$ cat src/rtl/mmd_pkg.sv
`timescale 1ns / 1ps
`default_nettype none
// ----------------------------------------------------------------------------
// mmd_pkg
// Shared types and constants for the trapped MOV instruction decoder.
// ----------------------------------------------------------------------------
package mmd_pkg;

    // Longest instruction accepted, in bytes
    localparam int MAX_LEN   = 15;
    // Immediate bytes of the C7 form
    localparam int IMM_BYTES = 4;

    // Result queue between decoder and output side
    localparam int Q_DEPTH = 4;
    localparam int Q_AW    = $clog2(Q_DEPTH);
    localparam int Q_CW    = $clog2(Q_DEPTH + 1);

    // Result status codes
    localparam logic [1:0] ST_OK        = 2'd0;
    localparam logic [1:0] ST_FETCH_ERR = 2'd1;
    localparam logic [1:0] ST_UNSUPP    = 2'd2;
    localparam logic [1:0] ST_DIR_ERR   = 2'd3;

    // One instruction byte transfer
    typedef struct packed {
        logic [7:0] inst_byte;
        logic       fetch_failed;
        logic       expect_write;
    } t_in_item;

    // One decode result
    typedef struct packed {
        logic [1:0]  status;
        logic [3:0]  length;
        logic [3:0]  access_bytes;
        logic [3:0]  reg_index;
        logic        is_store;
        logic        has_imm;
        logic [31:0] imm_value;
    } t_out_item;

endpackage
`default_nettype wire

$ cat src/rtl/mmd_front.sv
`timescale 1ns / 1ps
`default_nettype none
// ----------------------------------------------------------------------------
// mmd_front
// Byte-serial decoder: walks prefix, opcode, ModRM, SIB and, for C7 only,
// displacement and immediate bytes; emits one result on end or failure.
// ----------------------------------------------------------------------------
module mmd_front (
    input  wire logic              i_clk,
    input  wire logic              i_rst_n,
    input  wire logic              i_accept,
    input  mmd_pkg::t_in_item      i_item,
    output logic                   o_push,
    output mmd_pkg::t_out_item     o_result
);

    // Decode phases
    localparam logic [2:0] PH_OPCODE = 3'd0;
    localparam logic [2:0] PH_MOVZX  = 3'd1;
    localparam logic [2:0] PH_MODRM  = 3'd2;
    localparam logic [2:0] PH_SIB    = 3'd3;
    localparam logic [2:0] PH_SKIP   = 3'd4;
    localparam logic [2:0] PH_IMM    = 3'd5;

    // Opcodes
    localparam logic [7:0] OP_TWO_BYTE = 8'h0F;
    localparam logic [7:0] OP_MOVZX_B  = 8'hB6;
    localparam logic [7:0] OP_MOVZX_W  = 8'hB7;
    localparam logic [7:0] OP_MOVB_ST  = 8'h88;
    localparam logic [7:0] OP_MOV_ST   = 8'h89;
    localparam logic [7:0] OP_MOV_LD   = 8'h8B;
    localparam logic [7:0] OP_MOV_IMM  = 8'hC7;
    localparam logic [7:0] OP_LD_ACC   = 8'hA1;
    localparam logic [7:0] OP_ST_ACC   = 8'hA3;
    localparam logic [3:0] ACC_SLOT    = 4'd15;

    logic [2:0]  r_phase,       n_phase;
    logic        r_rex_wide,    n_rex_wide;
    logic        r_rex_reg_ext, n_rex_reg_ext;
    logic        r_imm_pending, n_imm_pending;
    logic        r_store_flag,  n_store_flag;
    logic [3:0]  r_size_hold,   n_size_hold;
    logic [3:0]  r_bytes_seen,  n_bytes_seen;
    logic [2:0]  r_skip_left,   n_skip_left;
    logic [31:0] r_imm_acc,     n_imm_acc;
    logic [2:0]  r_imm_count,   n_imm_count;
    logic [3:0]  r_reg_hold,    n_reg_hold;

    logic [7:0]  b;
    logic [3:0]  seen1;
    logic [3:0]  wide_size;
    logic        fail_en;
    logic [1:0]  fail_code;
    logic        done_en;
    logic [3:0]  done_len;
    logic        addr_en;
    logic [2:0]  disp;
    logic        drop_en;
    logic [4:0]  total;
    logic [4:0]  moffs_total;
    logic [1:0]  mod_f;
    logic [2:0]  reg_f;
    logic [2:0]  rm_f;

    assign b           = i_item.inst_byte;
    assign seen1       = r_bytes_seen + 4'd1;
    assign wide_size   = r_rex_wide ? 4'd8 : 4'd4;
    assign mod_f       = b[7:6];
    assign reg_f       = b[5:3];
    assign rm_f        = b[2:0];
    assign moffs_total = {1'b0, seen1} + 5'd4;

    // Per-byte decode
    always_comb begin
        n_phase       = r_phase;
        n_rex_wide    = r_rex_wide;
        n_rex_reg_ext = r_rex_reg_ext;
        n_imm_pending = r_imm_pending;
        n_store_flag  = r_store_flag;
        n_size_hold   = r_size_hold;
        n_bytes_seen  = r_bytes_seen;
        n_skip_left   = r_skip_left;
        n_imm_acc     = r_imm_acc;
        n_imm_count   = r_imm_count;
        n_reg_hold    = r_reg_hold;
        fail_en       = 1'b0;
        fail_code     = mmd_pkg::ST_OK;
        done_en       = 1'b0;
        done_len      = 4'd0;
        addr_en       = 1'b0;
        disp          = 3'd0;
        drop_en       = 1'b0;
        total         = 5'd0;
        o_push        = 1'b0;
        o_result      = '0;

        if (i_accept) begin
            if (i_item.fetch_failed ||
                (r_bytes_seen >= 4'(mmd_pkg::MAX_LEN))) begin
                fail_en   = 1'b1;
                fail_code = mmd_pkg::ST_FETCH_ERR;
            end else begin
                n_bytes_seen = seen1;
                case (r_phase)
                    PH_OPCODE: begin
                        if (b[7:4] == 4'h4) begin
                            // REX prefix; X is not supported
                            if (b[1]) begin
                                fail_en   = 1'b1;
                                fail_code = mmd_pkg::ST_UNSUPP;
                            end else begin
                                if (b[3]) n_rex_wide    = 1'b1;
                                if (b[2]) n_rex_reg_ext = 1'b1;
                            end
                        end else begin
                            case (b)
                                OP_TWO_BYTE: n_phase = PH_MOVZX;
                                OP_MOVB_ST: begin
                                    n_size_hold  = 4'd1;
                                    n_store_flag = 1'b1;
                                    n_phase      = PH_MODRM;
                                end
                                OP_MOV_ST: begin
                                    n_size_hold  = wide_size;
                                    n_store_flag = 1'b1;
                                    n_phase      = PH_MODRM;
                                end
                                OP_MOV_LD: begin
                                    n_size_hold = wide_size;
                                    n_phase     = PH_MODRM;
                                end
                                OP_MOV_IMM: begin
                                    n_size_hold   = wide_size;
                                    n_store_flag  = 1'b1;
                                    n_imm_pending = 1'b1;
                                    n_phase       = PH_MODRM;
                                end
                                OP_LD_ACC, OP_ST_ACC: begin
                                    // moffs: address bytes counted, not consumed
                                    if (moffs_total > 5'(mmd_pkg::MAX_LEN)) begin
                                        fail_en   = 1'b1;
                                        fail_code = mmd_pkg::ST_FETCH_ERR;
                                    end else begin
                                        n_size_hold  = wide_size;
                                        n_store_flag = (b == OP_ST_ACC);
                                        n_reg_hold   = ACC_SLOT;
                                        done_en      = 1'b1;
                                        done_len     = moffs_total[3:0];
                                    end
                                end
                                default: begin
                                    fail_en   = 1'b1;
                                    fail_code = mmd_pkg::ST_UNSUPP;
                                end
                            endcase
                        end
                    end
                    PH_MOVZX: begin
                        if (b == OP_MOVZX_B) begin
                            n_size_hold = 4'd1;
                            n_phase     = PH_MODRM;
                        end else if (b == OP_MOVZX_W) begin
                            n_size_hold = 4'd2;
                            n_phase     = PH_MODRM;
                        end else begin
                            fail_en   = 1'b1;
                            fail_code = mmd_pkg::ST_UNSUPP;
                        end
                    end
                    PH_MODRM: begin
                        n_reg_hold = r_rex_reg_ext ? (4'd7 - {1'b0, reg_f})
                                                   : (4'd15 - {1'b0, reg_f});
                        if ((mod_f == 2'd3) || ((mod_f != 2'd0) && (rm_f == 3'd4))) begin
                            fail_en   = 1'b1;
                            fail_code = mmd_pkg::ST_UNSUPP;
                        end else if (rm_f == 3'd4) begin
                            n_phase = PH_SIB;
                        end else begin
                            addr_en = 1'b1;
                            if (mod_f == 2'd0)
                                disp = (rm_f == 3'd5) ? 3'd4 : 3'd0;
                            else
                                disp = (mod_f == 2'd1) ? 3'd1 : 3'd4;
                        end
                    end
                    PH_SIB: begin
                        addr_en = 1'b1;
                        disp    = (b[2:0] == 3'd5) ? 3'd4 : 3'd0;
                    end
                    PH_SKIP: begin
                        if ((r_skip_left == 3'd0) || (r_skip_left == 3'd1)) begin
                            n_skip_left = 3'd0;
                            n_phase     = PH_IMM;
                        end else begin
                            n_skip_left = r_skip_left - 3'd1;
                        end
                    end
                    PH_IMM: begin
                        n_imm_acc   = r_imm_acc | (32'(b) << {r_imm_count[1:0], 3'b000});
                        n_imm_count = r_imm_count + 3'd1;
                        if (n_imm_count >= 3'(mmd_pkg::IMM_BYTES)) begin
                            done_en  = 1'b1;
                            done_len = seen1;
                        end
                    end
                    default: drop_en = 1'b1;
                endcase

                // Addressing bytes done: register check, length check
                if (addr_en) begin
                    total = {1'b0, seen1} + {2'b00, disp}
                          + (r_imm_pending ? 5'(mmd_pkg::IMM_BYTES) : 5'd0);
                    if (!r_rex_reg_ext && (n_reg_hold == 4'd11)) begin
                        fail_en   = 1'b1;
                        fail_code = mmd_pkg::ST_UNSUPP;
                    end else if (total > 5'(mmd_pkg::MAX_LEN)) begin
                        fail_en   = 1'b1;
                        fail_code = mmd_pkg::ST_FETCH_ERR;
                    end else if (!r_imm_pending) begin
                        done_en  = 1'b1;
                        done_len = 4'({1'b0, seen1} + {2'b00, disp});
                    end else if (disp != 3'd0) begin
                        n_skip_left = disp;
                        n_phase     = PH_SKIP;
                    end else begin
                        n_phase = PH_IMM;
                    end
                end
            end

            // Completion: direction check, then result
            if (done_en && !fail_en && (n_store_flag != i_item.expect_write)) begin
                fail_en   = 1'b1;
                fail_code = mmd_pkg::ST_DIR_ERR;
            end
            if (fail_en) begin
                o_push          = 1'b1;
                o_result.status = fail_code;
            end else if (done_en) begin
                o_push                = 1'b1;
                o_result.status       = mmd_pkg::ST_OK;
                o_result.length       = done_len;
                o_result.access_bytes = n_size_hold;
                o_result.reg_index    = n_reg_hold;
                o_result.is_store     = n_store_flag;
                o_result.has_imm      = n_imm_pending;
                o_result.imm_value    = n_imm_pending ? n_imm_acc : 32'd0;
            end

            // Back to idle after a result or a dropped byte
            if (fail_en || done_en || drop_en) begin
                n_phase       = PH_OPCODE;
                n_rex_wide    = 1'b0;
                n_rex_reg_ext = 1'b0;
                n_imm_pending = 1'b0;
                n_store_flag  = 1'b0;
                n_size_hold   = 4'd0;
                n_bytes_seen  = 4'd0;
                n_skip_left   = 3'd0;
                n_imm_acc     = 32'd0;
                n_imm_count   = 3'd0;
                n_reg_hold    = 4'd0;
            end
        end
    end

    // Decode state
    always_ff @(posedge i_clk) begin
        if (!i_rst_n) begin
            r_phase       <= PH_OPCODE;
            r_rex_wide    <= 1'b0;
            r_rex_reg_ext <= 1'b0;
            r_imm_pending <= 1'b0;
            r_store_flag  <= 1'b0;
            r_size_hold   <= 4'd0;
            r_bytes_seen  <= 4'd0;
            r_skip_left   <= 3'd0;
            r_imm_acc     <= 32'd0;
            r_imm_count   <= 3'd0;
            r_reg_hold    <= 4'd0;
        end else begin
            r_phase       <= n_phase;
            r_rex_wide    <= n_rex_wide;
            r_rex_reg_ext <= n_rex_reg_ext;
            r_imm_pending <= n_imm_pending;
            r_store_flag  <= n_store_flag;
            r_size_hold   <= n_size_hold;
            r_bytes_seen  <= n_bytes_seen;
            r_skip_left   <= n_skip_left;
            r_imm_acc     <= n_imm_acc;
            r_imm_count   <= n_imm_count;
            r_reg_hold    <= n_reg_hold;
        end
    end

endmodule
`default_nettype wire

$ cat src/rtl/mmd_queue.sv
`timescale 1ns / 1ps
`default_nettype none
// ----------------------------------------------------------------------------
// mmd_queue
// Small result queue; the head entry drives the output channel directly.
// ----------------------------------------------------------------------------
module mmd_queue (
    input  wire logic              i_clk,
    input  wire logic              i_rst_n,
    input  wire logic              i_push,
    input  mmd_pkg::t_out_item     i_item,
    output logic                   o_full,
    output logic                   o_valid,
    input  wire logic              i_stall,
    output mmd_pkg::t_out_item     o_item
);

    mmd_pkg::t_out_item r_mem [mmd_pkg::Q_DEPTH];

    logic [mmd_pkg::Q_AW-1:0] r_wr_ptr, n_wr_ptr;
    logic [mmd_pkg::Q_AW-1:0] r_rd_ptr, n_rd_ptr;
    logic [mmd_pkg::Q_CW-1:0] r_count,  n_count;
    logic                     pop;

    assign o_full  = (r_count == mmd_pkg::Q_CW'(mmd_pkg::Q_DEPTH));
    assign o_valid = (r_count != '0);
    assign o_item  = r_mem[r_rd_ptr];
    assign pop     = o_valid && !i_stall;

    // Pointer and occupancy update
    always_comb begin
        n_wr_ptr = i_push ? r_wr_ptr + 1'b1 : r_wr_ptr;
        n_rd_ptr = pop    ? r_rd_ptr + 1'b1 : r_rd_ptr;
        n_count  = r_count;
        if (i_push && !pop)
            n_count = r_count + 1'b1;
        else if (!i_push && pop)
            n_count = r_count - 1'b1;
    end

    always_ff @(posedge i_clk) begin
        if (!i_rst_n) begin
            r_wr_ptr <= '0;
            r_rd_ptr <= '0;
            r_count  <= '0;
        end else begin
            r_wr_ptr <= n_wr_ptr;
            r_rd_ptr <= n_rd_ptr;
            r_count  <= n_count;
        end
    end

    // Entry storage
    always_ff @(posedge i_clk) begin
        if (i_push)
            r_mem[r_wr_ptr] <= i_item;
    end

endmodule
`default_nettype wire

$ cat src/rtl/mmio_mov_instruction_decoder.sv
`timescale 1ns / 1ps
`default_nettype none
// ----------------------------------------------------------------------------
// mmio_mov_instruction_decoder
// Length and operand decoder for one trapped x86 memory-move instruction,
// fed one byte per transfer, with a result queue on the output side.
// ----------------------------------------------------------------------------
//  channel  | direction | handshake               | payload
//  ---------+-----------+-------------------------+--------------------
//  in       | input     | i_in_valid / o_in_stall | i_in_item (t_in_item)
//  out      | output    | o_out_valid/ i_out_stall| o_out_item (t_out_item)
//
//  One byte is decoded per cycle while the queue has room; the decode state is
//  a single register set. A result is written into a 4-entry queue and shows
//  on the output from the queue head. Input stalls only while the queue holds
//  4 results waiting to be taken. Synchronous active-low reset returns the
//  decoder to the opcode phase and empties the queue.
// ----------------------------------------------------------------------------
module mmio_mov_instruction_decoder (
    input  wire logic              i_clk,
    input  wire logic              i_rst_n,
    input  wire logic              i_in_valid,
    output logic                   o_in_stall,
    input  mmd_pkg::t_in_item      i_in_item,
    output logic                   o_out_valid,
    input  wire logic              i_out_stall,
    output mmd_pkg::t_out_item     o_out_item
);

    logic               q_full;
    logic               accept;
    logic               push;
    mmd_pkg::t_out_item result;

    assign o_in_stall = q_full;
    assign accept     = i_in_valid && !q_full;

    // Decoder
    mmd_front u_front (
        .i_clk    (i_clk),
        .i_rst_n  (i_rst_n),
        .i_accept (accept),
        .i_item   (i_in_item),
        .o_push   (push),
        .o_result (result)
    );

    // Result queue and output side
    mmd_queue u_queue (
        .i_clk   (i_clk),
        .i_rst_n (i_rst_n),
        .i_push  (push),
        .i_item  (result),
        .o_full  (q_full),
        .o_valid (o_out_valid),
        .i_stall (i_out_stall),
        .o_item  (o_out_item)
    );

endmodule
`default_nettype wire

$ cat config.mk
export PLATFORM = sky130hd
export DESIGN_NAME = mmio_mov_instruction_decoder
export DESIGN_NICKNAME = d
export VERILOG_FILES = /design/src/rtl/mmd_pkg.sv /design/src/rtl/mmd_front.sv /design/src/rtl/mmd_queue.sv /design/src/rtl/mmio_mov_instruction_decoder.sv
export SDC_FILE = /design/constraint.sdc
export NUM_CORES = 1
export LEC_CHECK = 0
export BUFFER_PORTS_ARGS = -buffer_cell sky130_fd_sc_hd__buf_4
export CORE_MARGIN = 1
export CORE_UTILIZATION = 35
export CTS_CLUSTER_DIAMETER = 50
export CTS_CLUSTER_SIZE = 24
export DETAILED_ROUTE_END_ITERATION = 6
export GPL_ROUTABILITY_DRIVEN = 1
export HOLD_SLACK_MARGIN = 0.02
export PLACE_DENSITY = 0.61
export SLEW_MARGIN = 10
export SYNTH_ARGS = -nofsm -noshare
export SYNTH_HDL_FRONTEND = slang
export SYNTH_SLANG_ARGS = --single-unit
$ cat constraint.sdc
create_clock -name i_clk -period 10.4 [get_ports i_clk]
set_input_delay 3.12 -clock i_clk [delete_from_list [all_inputs] [get_ports i_clk]]
set_output_delay 3.12 -clock i_clk [all_outputs]
set_load 0.02 [all_outputs]
======== Word-level counts from Yosys, hierarchy flattened ========
Memories as Yosys holds them, arrays and structs flattened. A register that Yosys moved wholly into a read port is not among the register bits.
Index checks and enable logic that the tools add are counted.
word-level totals
  register bits after elaboration ......... 64
  bits in latches ......................... 0
  bits in writable memories ............... 192
  ROM bits ................................ 0
  memories ................................ 1
cells by class
  add/subtract/negate cells ............... 12
  $mul .................................... 0
  divide/modulo/power cells ............... 0
  magnitude comparators ................... 4
  equal/unequal tests ..................... 25
  shifts and indexed selects .............. 1
  mux-type cells .......................... 155
  bitwise logic cells ..................... 1
  reductions and logical operators ........ 41
memory list
  name           depth  bits a word  rd ports  clocked after Yosys merged registers in  write ports  RTL line         RTL
  u_queue.r_mem  4      48           1         1                                        1            mmd_queue.sv:18  mmd_pkg::t_out_item r_mem [mmd_pkg::Q_DEPTH];
operators by type and width
  operator             count
  $mux 32              4
  $mux 4               26
  $mux 3               34
  $mux 46              2
  $eq 8x8->1 const B   8
  $mux 1               61
  $mux 48              1
  $or 32x32->32        1
  $shl 8x5->32         1
  $mux 2               13
  $pmux 4 s2           3
  $eq 3x3->1 const B   5
  $reduce_bool 2->1    7
  $pmux 3 s2           2
  $pmux 3 s4           1
  $pmux 4 s3           1
  $reduce_and 6->1     2
  $gt 5x4->1 const B   2
  $eq 8x4->1 const B   1
  $logic_and 1x1->1    8
  $pmux 1 s2           4
  $add 3x1->3 const B  2
  $eq 3x1->1 const B   2
  $eq 3x2->1 const B   2
  other kinds (32)     46

======== Depth between registers and ports, before layout ========
Gate-level depths: netlist of the first run.
  depth after elaboration ................. 27
  mapped depth ............................ 20

======== Cells and area by module ========
From an unflattened synthesis of the first run, not the netlist that was laid out.
unflattened totals
  cell total of the unflattened synthesis .. 797
  area, all modules ....................... 11,086.9 um^2
by module, submodules not included
  module                        times used  cells an instance  area each (um^2)  seq. area each (um^2)
  mmd_queue                     1           296                7,380.8           5,945.7
  mmd_front                     1           500                3,692.3           1,141.1
  mmio_mov_instruction_decoder  1           1                  13.8              0.0

======== Worst setup path before layout of the first run ========
Ideal clock, no wire load.
  path type ............................... input port to flip-flop
  from .................................... in i_in_item[2] (netlist name)
  to ...................................... mem u_queue.r_mem[0][0] (netlist name), enable pin
  library setup time ...................... 0.410 ns
  arrival ................................. 7.142 ns
  path slack .............................. 2.848 ns
  cell stages on the path ................. 14
  path buffers ............................ 2
  cell sequence ........................... buf_2 or3b_2 and4b_1 ha_1 ha_1 xor2_1 ha_1 ha_1 xnor2_1 nand4b_1 and4b_1 buf_4 a21oi_2 and2_1
on the way
  cells in the longest elaborated chain, start to end .. 25
  elaborated cells between the ends (all ways) .. 75
  classes of those cells .................. add/sub: 2; order compare: 1; eq/ne: 13; mux: 50; reduce/logical: 9
RTL lines
  what                            RTL line                            RTL
  from (decl)                     mmio_mov_instruction_decoder.sv:24  input mmd_pkg::t_in_item i_in_item,
  $eq 3x3->1                      mmd_front.sv:181, mmd_front.sv:188
  $mux 3                          mmd_front.sv:181, mmd_front.sv:188
  $mux 3                          mmd_front.sv:180                    if (mod_f == 2'd0)
  $mux 3                          mmd_front.sv:176                    end else if (rm_f == 3'd4) begin
  $mux 3                          mmd_front.sv:173                    if ((mod_f == 2'd3) || ((mod_f != 2'd0) && (rm_f == 3'd4))) begin
  $pmux 3 s2                      mmd_front.sv:104                    case (r_phase)
  $mux 3                          mmd_front.sv:98                     if (i_item.fetch_failed ||
  $mux 3                          mmd_front.sv:97                     if (i_accept) begin
  [9 not listed]                  -
  $logic_and 1x1->1 (2 in a row)  mmd_front.sv:232                    if (done_en && !fail_en && (n_store_flag != i_item.expect_write)) begin
  $mux 1                          mmd_front.sv:232
  $mux 1                          mmd_front.sv:97
  $mux 1 *                        mmd_front.sv:236                    if (fail_en) begin
  $mux 1 *                        mmd_front.sv:97
  via push                        mmio_mov_instruction_decoder.sv:32  logic push;
  $mux 1 *                        mmd_queue.sv:55                     if (i_push)
  $mux 1 (implied by the code) *  mmd_queue.sv:56                     r_mem[r_wr_ptr] <= i_item;
  to (decl)                       mmd_queue.sv:18
Mark *: on every way through the listed nets, which the timed path passes. The rest lies on a longest branch. The select of a mux whose other input is x is not followed.

======== Worst setup path in the final report of the first run ========
  from .................................... in i_in_item[4] (netlist name)
  to ...................................... mem u_queue.r_mem[2][2] (netlist name), enable pin
The elaborated chain is that of the path after synthesis.

==> flow_metrics.tcl, run 1 <==
set metrics [dict create \
    cts_root_buffer "clkbuf_16" \
    fin_crit_sh_pct 70.8 \
    fin_worst_skew_ns 0.0165 \
    critPathKind "input pin to flop" \
    ctsHoldBuffers 0 \
    p_leak_nw 4.32 \
    grt_usage_pct 15.2 \
    post-dp-hpwl_um 15400 \
    drc 0 \
    fin_hold_ws_ns 0.460 \
    grt_pass1_wl_um 39500 \
    yosysSeqAreaShare_pct 62.6 \
    vias 6866 \
    fin_util_pct 41.1 \
    crit_chain "buf_4 -> or3b_2 -> and4b_1 -> ha_1 -> ha_1 -> xor2_1 -> ha_1 -> ha_1 -> xnor2_1 -> nand4b_1 -> and4b_1 -> a21oi_2 -> and2_2 -> buf_4" \
    post_drt_wl_per_cell_um 19.6 \
    cts_max_path_buffers 3 \
    syn_inst 814 \
    ys_ff_latch 258 \
    ys_types 75 \
    worst_path_largest_cell_delay_ns 0.59 \
    syn_nets 847 \
    die_w_um 182 \
    synth_edf_count 192 \
    cts_setup_buffers 0 \
    routed.top_layer "met4" \
    outcome "completed" \
    gr-total-overflow 0 \
    via_per_inst 5.37 \
    numCtsBuffers 26 \
    wl_um 25100 \
    crit_family "simple AND/OR/NAND/NOR gates" \
    hold_viol 0 \
    cpMaxStageDelayCell "and2_2" \
    post_cts_resized 0 \
    clock_sinks 258 \
    drive_above_1_share_pct 25.3 \
    drv_cap 0 \
    cp-start-kind "input pin" \
    synth_area_leader_cell "edfxtp_1" \
    crit_top_cell "ha_1" \
    power_density_nw_per_um2 224 \
    drt_first_iter_violations 479 \
    h-tree-depth 1 \
    synth_area_leaders "edfxtp_1 (51%), dfxtp_1 (12%), mux4_2 (9.5%), a21oi_1 (2.8%), nor2_1 (2.4%)" \
    final_max_slew_viol_count 0 \
    crit_arrival_ns 7.51 \
    setup_violations 0 \
    slew_headroom_pct 29.9 \
    die_area_um2 33100 \
    fin_nets 890 \
    antenna_cells 0 \
    cts_tree "built" \
    yosysWarnings 0 \
    r2r_slack_ns 5.46 \
    timing.fmax_mhz 136 \
    core_area_um2 31700 \
    dr_wl_met3_um 934 \
    synth_area_um2 11300 \
    ios 64 \
    clk_latency_ns 0.53 \
    numPortBuffers 63 \
    ir_worst_vdd_uv 169 \
    row_count 65 \
    wl_met2_um 12000 \
    dominantRegCellSynth "edfxtp_1" \
    finalSetupTns_ns 0 \
    die_h_um 182 \
    grt_start_max_net_pins 53 \
    end_kind "flop" \
    synth_top_area_share_pct 50.9 \
    rsz0062_at_grt "false" \
    wl_met1_um 11700 \
    avgSynthCellArea_um2 13.9 \
    ant_nets 0 \
    first_pass_iters 5 \
    antenna_found_initial 0 \
    synth_common_cells "edfxtp_1 (192), nor2_1 (71), dfxtp_1 (66), a21oi_1 (64), mux4_2 (48)" \
    worst_slew_pin_slew_ns 1.05 \
    hp-class "flop to flop" \
    crit_buf_inv 2 \
    grt_pass1_vias 6820 \
    syn2layout_area_growth_pct 15.1 \
    synthArstFlopShare_pct 0 \
    path_max_fanout 29 \
    cp.required_ns 10.55 \
    yosysMostFrequentCell "edfxtp_1" \
    clk_pin_slew_ns 0.07 \
    initial_core_util_pct 35.7 \
    layout_min_cycle_time_ns 7.36 \
    gp_congestion 0.882 \
]
==> routing by layer <==
metal  vias to the layer above  GRT usage [%]
met5                         -              0
met4                         0           4.24
met3                        28           1.76
met2                       167           24.8
met1                      3435           21.4
li1                       3236              -
==> stage by stage <==
step / cells / setup WS, ns / area, um^2 / total power, mW
floorplan: 814 / 2.85 / 11300 / 1.73
finish: 1279 / 3.04 / 13000 / 2.92
CTS: 1279 / 3.06 / 13000 / 2.96
detailed placement: 1231 / 2.51 / 12100 / 2.01
global route: 1279 / 2.82 / 13000 / 3.04
global placement: 1231 / 2.58 / 12100 / 2.00
==> power breakdown <==
part | leakage [nW] | total, mW | switching [mW] | internal [mW]
registers | 2.43 | 1.23 | 0.0274 | 1.20
clock network | 0.444 | 0.957 | 0.431 | 0.526
logic | 1.45 | 0.734 | 0.421 | 0.313
total | 4.32 | 2.92 | 0.879 | 2.04
==> registers in the layout, indices dropped and copies added (netlist names), 2 cells and up, named ones only <==
signal / flops
u_front.r_bytes_seen: 4
u_front.r_imm_acc: 32
u_front.r_imm_count: 3
u_front.r_phase: 3
u_front.r_reg_hold: 4
u_front.r_size_hold: 4
u_front.r_skip_left: 3
u_queue.r_count: 3
u_queue.r_mem: 192
u_queue.r_rd_ptr: 2
u_queue.r_wr_ptr: 2
==> cell usage in the layout (no fill, tap or decap), drive strengths merged, types with 7 or more instances in the layout <==
master,count
edfxtp,192
buf,76
nor2,71
a21oi,66
dfxtp,66
nor3,54
mux4,48
a31oi,38
nand2,34
inv,31
clkbuf,28
ha,18
o21ai,13
nand3,10
clkinv,10
nor3b,8
xor2,8
and2,7
==> worst reg2reg max path: stages, from the launching register on <==
cell and delay, ns:
dfxtp_1 0.58, nand2b_1 0.22, nor2_1 0.11, and4b_1 0.28
ha_1 0.23, ha_1 0.22, xor2_1 0.16, ha_1 0.21
ha_1 0.18, xnor2_1 0.29, nand4b_1 0.16, and4b_1 0.39
a21oi_2 0.39, and2_2 0.59, buf_4 0.54
==> worst paths after layout <==
kind,startpoint,endpoint,depth (start not counted)
worst max-delay path,i_in_item[4],u_queue.r_mem[2][2]$_DFFE_PP_,14
worst min-delay path,u_front.r_imm_count[2]$_SDFFE_PN0P_,u_front.r_imm_count[2]$_SDFFE_PN0P_,2
worst max register to register,u_front.r_phase[2]$_SDFFE_PN0P_,u_queue.r_mem[2][2]$_DFFE_PP_,14
worst min register to register,u_front.r_imm_count[2]$_SDFFE_PN0P_,u_front.r_imm_count[2]$_SDFFE_PN0P_,2
==> cell type report <==
class | count | area, um^2
Clock buffer | 28 | 679
Clock inverter | 20 | 225
Fill cell | 2937 | 18700
Inverter | 22 | 82.6
Multi-Input combinational cell | 473 | 3880
Sequential cell | 258 | 7090
Tap cell | 402 | 503
Timing Repair Buffer | 76 | 571
==> cells by family after synthesis <==
| family | count (synthesis) | share of synthesized area (%) |
|---|---|---|
| buffers and inverters | 83 | 3.33 |
| adder cells (fa/ha/maj) | 19 | 2.17 |
| multiplexers | 52 | 9.90 |
| AND/OR/NAND/NOR | 235 | 11.8 |
| AO/OA/AOI/OAI | 154 | 9.13 |
| XOR/XNOR | 13 | 1.14 |
| flip-flops | 258 | 62.6 |
Note: power is estimated with default switching activity, not from simulation.
==> inputs of run 2 (changes only) <==
--- a/config.mk
+++ b/config.mk
@@ -5,6 +5,7 @@
 export SDC_FILE = /design/constraint.sdc
 export NUM_CORES = 1
 export LEC_CHECK = 0
+export ABC_AREA = 1
 export BUFFER_PORTS_ARGS = -buffer_cell sky130_fd_sc_hd__buf_4
 export CORE_MARGIN = 1
 export CORE_UTILIZATION = 35
@@ -13,7 +14,7 @@
 export DETAILED_ROUTE_END_ITERATION = 6
 export GPL_ROUTABILITY_DRIVEN = 1
 export HOLD_SLACK_MARGIN = 0.02
-export PLACE_DENSITY = 0.61
+export PLACE_DENSITY = 0.62
 export SLEW_MARGIN = 10
 export SYNTH_ARGS = -nofsm -noshare
 export SYNTH_HDL_FRONTEND = slang
==> constraint.sdc (replaced) <==
create_clock -name i_clk -period 6.4 [get_ports i_clk]
set_input_delay 1.92 -clock i_clk [delete_from_list [all_inputs] [get_ports i_clk]]
set_output_delay 1.92 -clock i_clk [all_outputs]
set_load 0.02 [all_outputs]
==> flow_metrics.tcl, run 2 <==
set metrics [dict create \
    ff_latch_area_um2 7090 \
    worst_path_largest_cell_delay_ns 0.45 \
    end_kind "flop" \
    first_pass_iters 6 \
    row_count 66 \
    finalSetupTns_ns 0 \
    ios 64 \
    synth_common_cells "edfxtp_1 (192), nor2_1 (159), o21ai_0 (122), nand2_1 (88), dfxtp_1 (66)" \
    die_h_um 185 \
    final_max_slew_viol_count 0 \
    cts_max_path_buffers 3 \
    numCtsBuffers 24 \
    antenna_found_initial 2 \
    cp-start-kind "input pin" \
    avgSynthCellArea_um2 10.4 \
    final_common_cell "edfxtp_1" \
    synth_area_leader_cell "edfxtp_1" \
    wl_um 27900 \
    ys_ff_latch 258 \
    synth_edf_count 192 \
    worst_slew_pin_slew_ns 0.995 \
    power_density_nw_per_um2 361 \
    post_drt_wl_per_cell_um 17.1 \
    cts_setup_buffers 0 \
    regMostFlops "u_queue.r_mem" \
    hp-class "flop to flop" \
    synthArstFlopShare_pct 0 \
    rsz0062_at_grt "false" \
    grt_usage_pct 16.3 \
    timing.fmax_mhz 190 \
    die_area_um2 34200 \
    core_area_um2 32800 \
    fin_ws_ns 1.14 \
    slew_headroom_pct 33.3 \
    gp_congestion 0.932 \
    antenna_cells 0 \
    fin_cells 1626 \
    drv_cap 0 \
    dominantRegCellSynth "edfxtp_1" \
    crit_arrival_ns 5.67 \
    synth_area_um2 11700 \
    ant_nets 0 \
    yosysWarnings 0 \
    via_per_inst 5.15 \
    post_cts_resized 0 \
    grt_pass1_wl_um 43400 \
    reg.largest.list "u_queue.r_mem (192), u_front.r_imm_acc (32)" \
    path_max_fanout 8 \
    outcome "completed" \
    layout_common_cells "edfxtp_1 (192), nor2_1 (154), o21ai_0 (122)" \
    syn_inst 1124 \
    r2r_slack_ns 1.84 \
    place_inst 1582 \
    ys_types 48 \
    h-tree-depth 1 \
    vias 8382 \
    ir_worst_vdd_uv 154 \
    cp.required_ns 6.81 \
    yosysSeqAreaShare_pct 60.5 \
    p_leak_nw 4.72 \
    fin_hold_ws_ns 0.455 \
    fin_worst_skew_ns 0.0119 \
    syn_nets 1157 \
    multi_input_area_um2 4100 \
    syn2layout_area_growth_pct 15.6 \
    setup_violations 0 \
    clock_sinks 258 \
    synth_area_leaders "edfxtp_1 (49%), dfxtp_1 (11%), o21ai_0 (5.2%), nor2_1 (5.1%), nand2_1 (2.8%)" \
    largest_reg_flops 192 \
    ctsHoldBuffers 0 \
    post-dp-hpwl_um 18000 \
    cts_root_buffer "clkbuf_16" \
    layout_min_cycle_time_ns 5.26 \
    fin_crit_sh_pct 82.2 \
    die_w_um 185 \
    drc 0 \
    fin_nets 1199 \
    critPathKind "input pin to flop" \
    drt_first_iter_violations 629 \
    initial_core_util_pct 35.8 \
    hold_viol 0 \
    yosysMostFrequentCell "edfxtp_1" \
    numPortBuffers 63 \
    cpMaxStageDelayCell "fa_1" \
    gr-total-overflow 0 \
    drive_above_1_share_pct 18.6 \
    cts_tree "built" \
    grt_start_max_net_pins 97 \
    dp_slack_ns 0.657 \
    synth_top_area_share_pct 49.2 \
    grt_pass1_vias 7852 \
    clk_pin_slew_ns 0.07 \
    clk_latency_ns 0.52 \
    n_fill_cell 3122 \
]
==> run 2: cell count changes in the layout (fill, tap and decap cells not counted), sizes merged, moves of 8 or more <==
cell	change
nor2	+122
nand2	+64
a21oi	-11
o21bai	+17
o22ai	+52
inv	+47
nand4	+11
mux4	-48
o21ai	+115
nand3	+23
nor3b	-8
==> run 2: per-layer routing <==
layer	GRT usage, %	routed length [um]
met4	5.09	679
met1	21.7	12400
met3	2.14	1330
met2	27.4	13400
met5	0	23
==> run 2: path summary, 6_finish.rpt <==
check                                                           to  cells after the start                               start
worst min register to register  u_front.r_imm_acc[29]$_SDFFE_PN0P_                      2  u_front.r_imm_acc[29]$_SDFFE_PN0P_
worst max-delay path               u_queue.r_count[2]$_SDFFE_PN0P_                     27                        i_in_item[3]
worst min-delay path            u_front.r_imm_acc[29]$_SDFFE_PN0P_                      2  u_front.r_imm_acc[29]$_SDFFE_PN0P_
worst max register to register     u_queue.r_count[2]$_SDFFE_PN0P_                     26     u_front.r_phase[1]$_SDFFE_PN0P_
==> run 2: logic make-up after synthesis <==
| family | Yosys count | synth area share, % |
|---|---|---|
| flip-flops | 258 | 60.5 |
| buffers and inverters | 141 | 4.97 |
| XOR/XNOR | 6 | 0.609 |
| AO/OA/AOI/OAI | 303 | 15.1 |
| adder cells (fa/ha/maj) | 19 | 2.09 |
| AND/OR/NAND/NOR | 397 | 16.8 |
==> run 2: per-stage QoR <==
stage	utilization, %	total power [mW]	cell area (um^2)
3_3_place_gp	38.7	3.40	12700
3_5_place_dp	38.7	3.41	12700
6_report	41.3	4.90	13600
2_1_floorplan	-	2.90	11700
5_1_grt	41.3	5.14	13600
4_1_cts	41.3	4.95	13600
==> run 2: worst max-delay path, delay by kind of cell <==
| kind | cells | cell delay, ns |
|---|---|---|
| adders and majority gates | 4 | 1.13 |
| AOI/OAI and AO/OA | 7 | 0.85 |
| buffers and inverters | 6 | 0.55 |
| xor gates and xnor gates | 1 | 0.19 |
| and+or+nand+nor | 9 | 1.02 |
==> run 2: power by group <==
| group | internal (mW) | switching (mW) | total, mW |
|---|---|---|---|
| Combinational | 0.438 | 0.886 | 1.32 |
| Clock | 0.885 | 0.656 | 1.54 |
| Sequential | 1.96 | 0.0707 | 2.03 |
==> run 2: layout make-up <==
type / count / share of cell area [%]
clock buffer: 28 / 4.85
sequential: 258 / 52.3
multi-input combinational: 725 / 30.3
inverter: 77 / 2.13
clock inverter: 16 / 1.65
timing repair buffer: 80 / 4.71
tap: 442 / 4.08
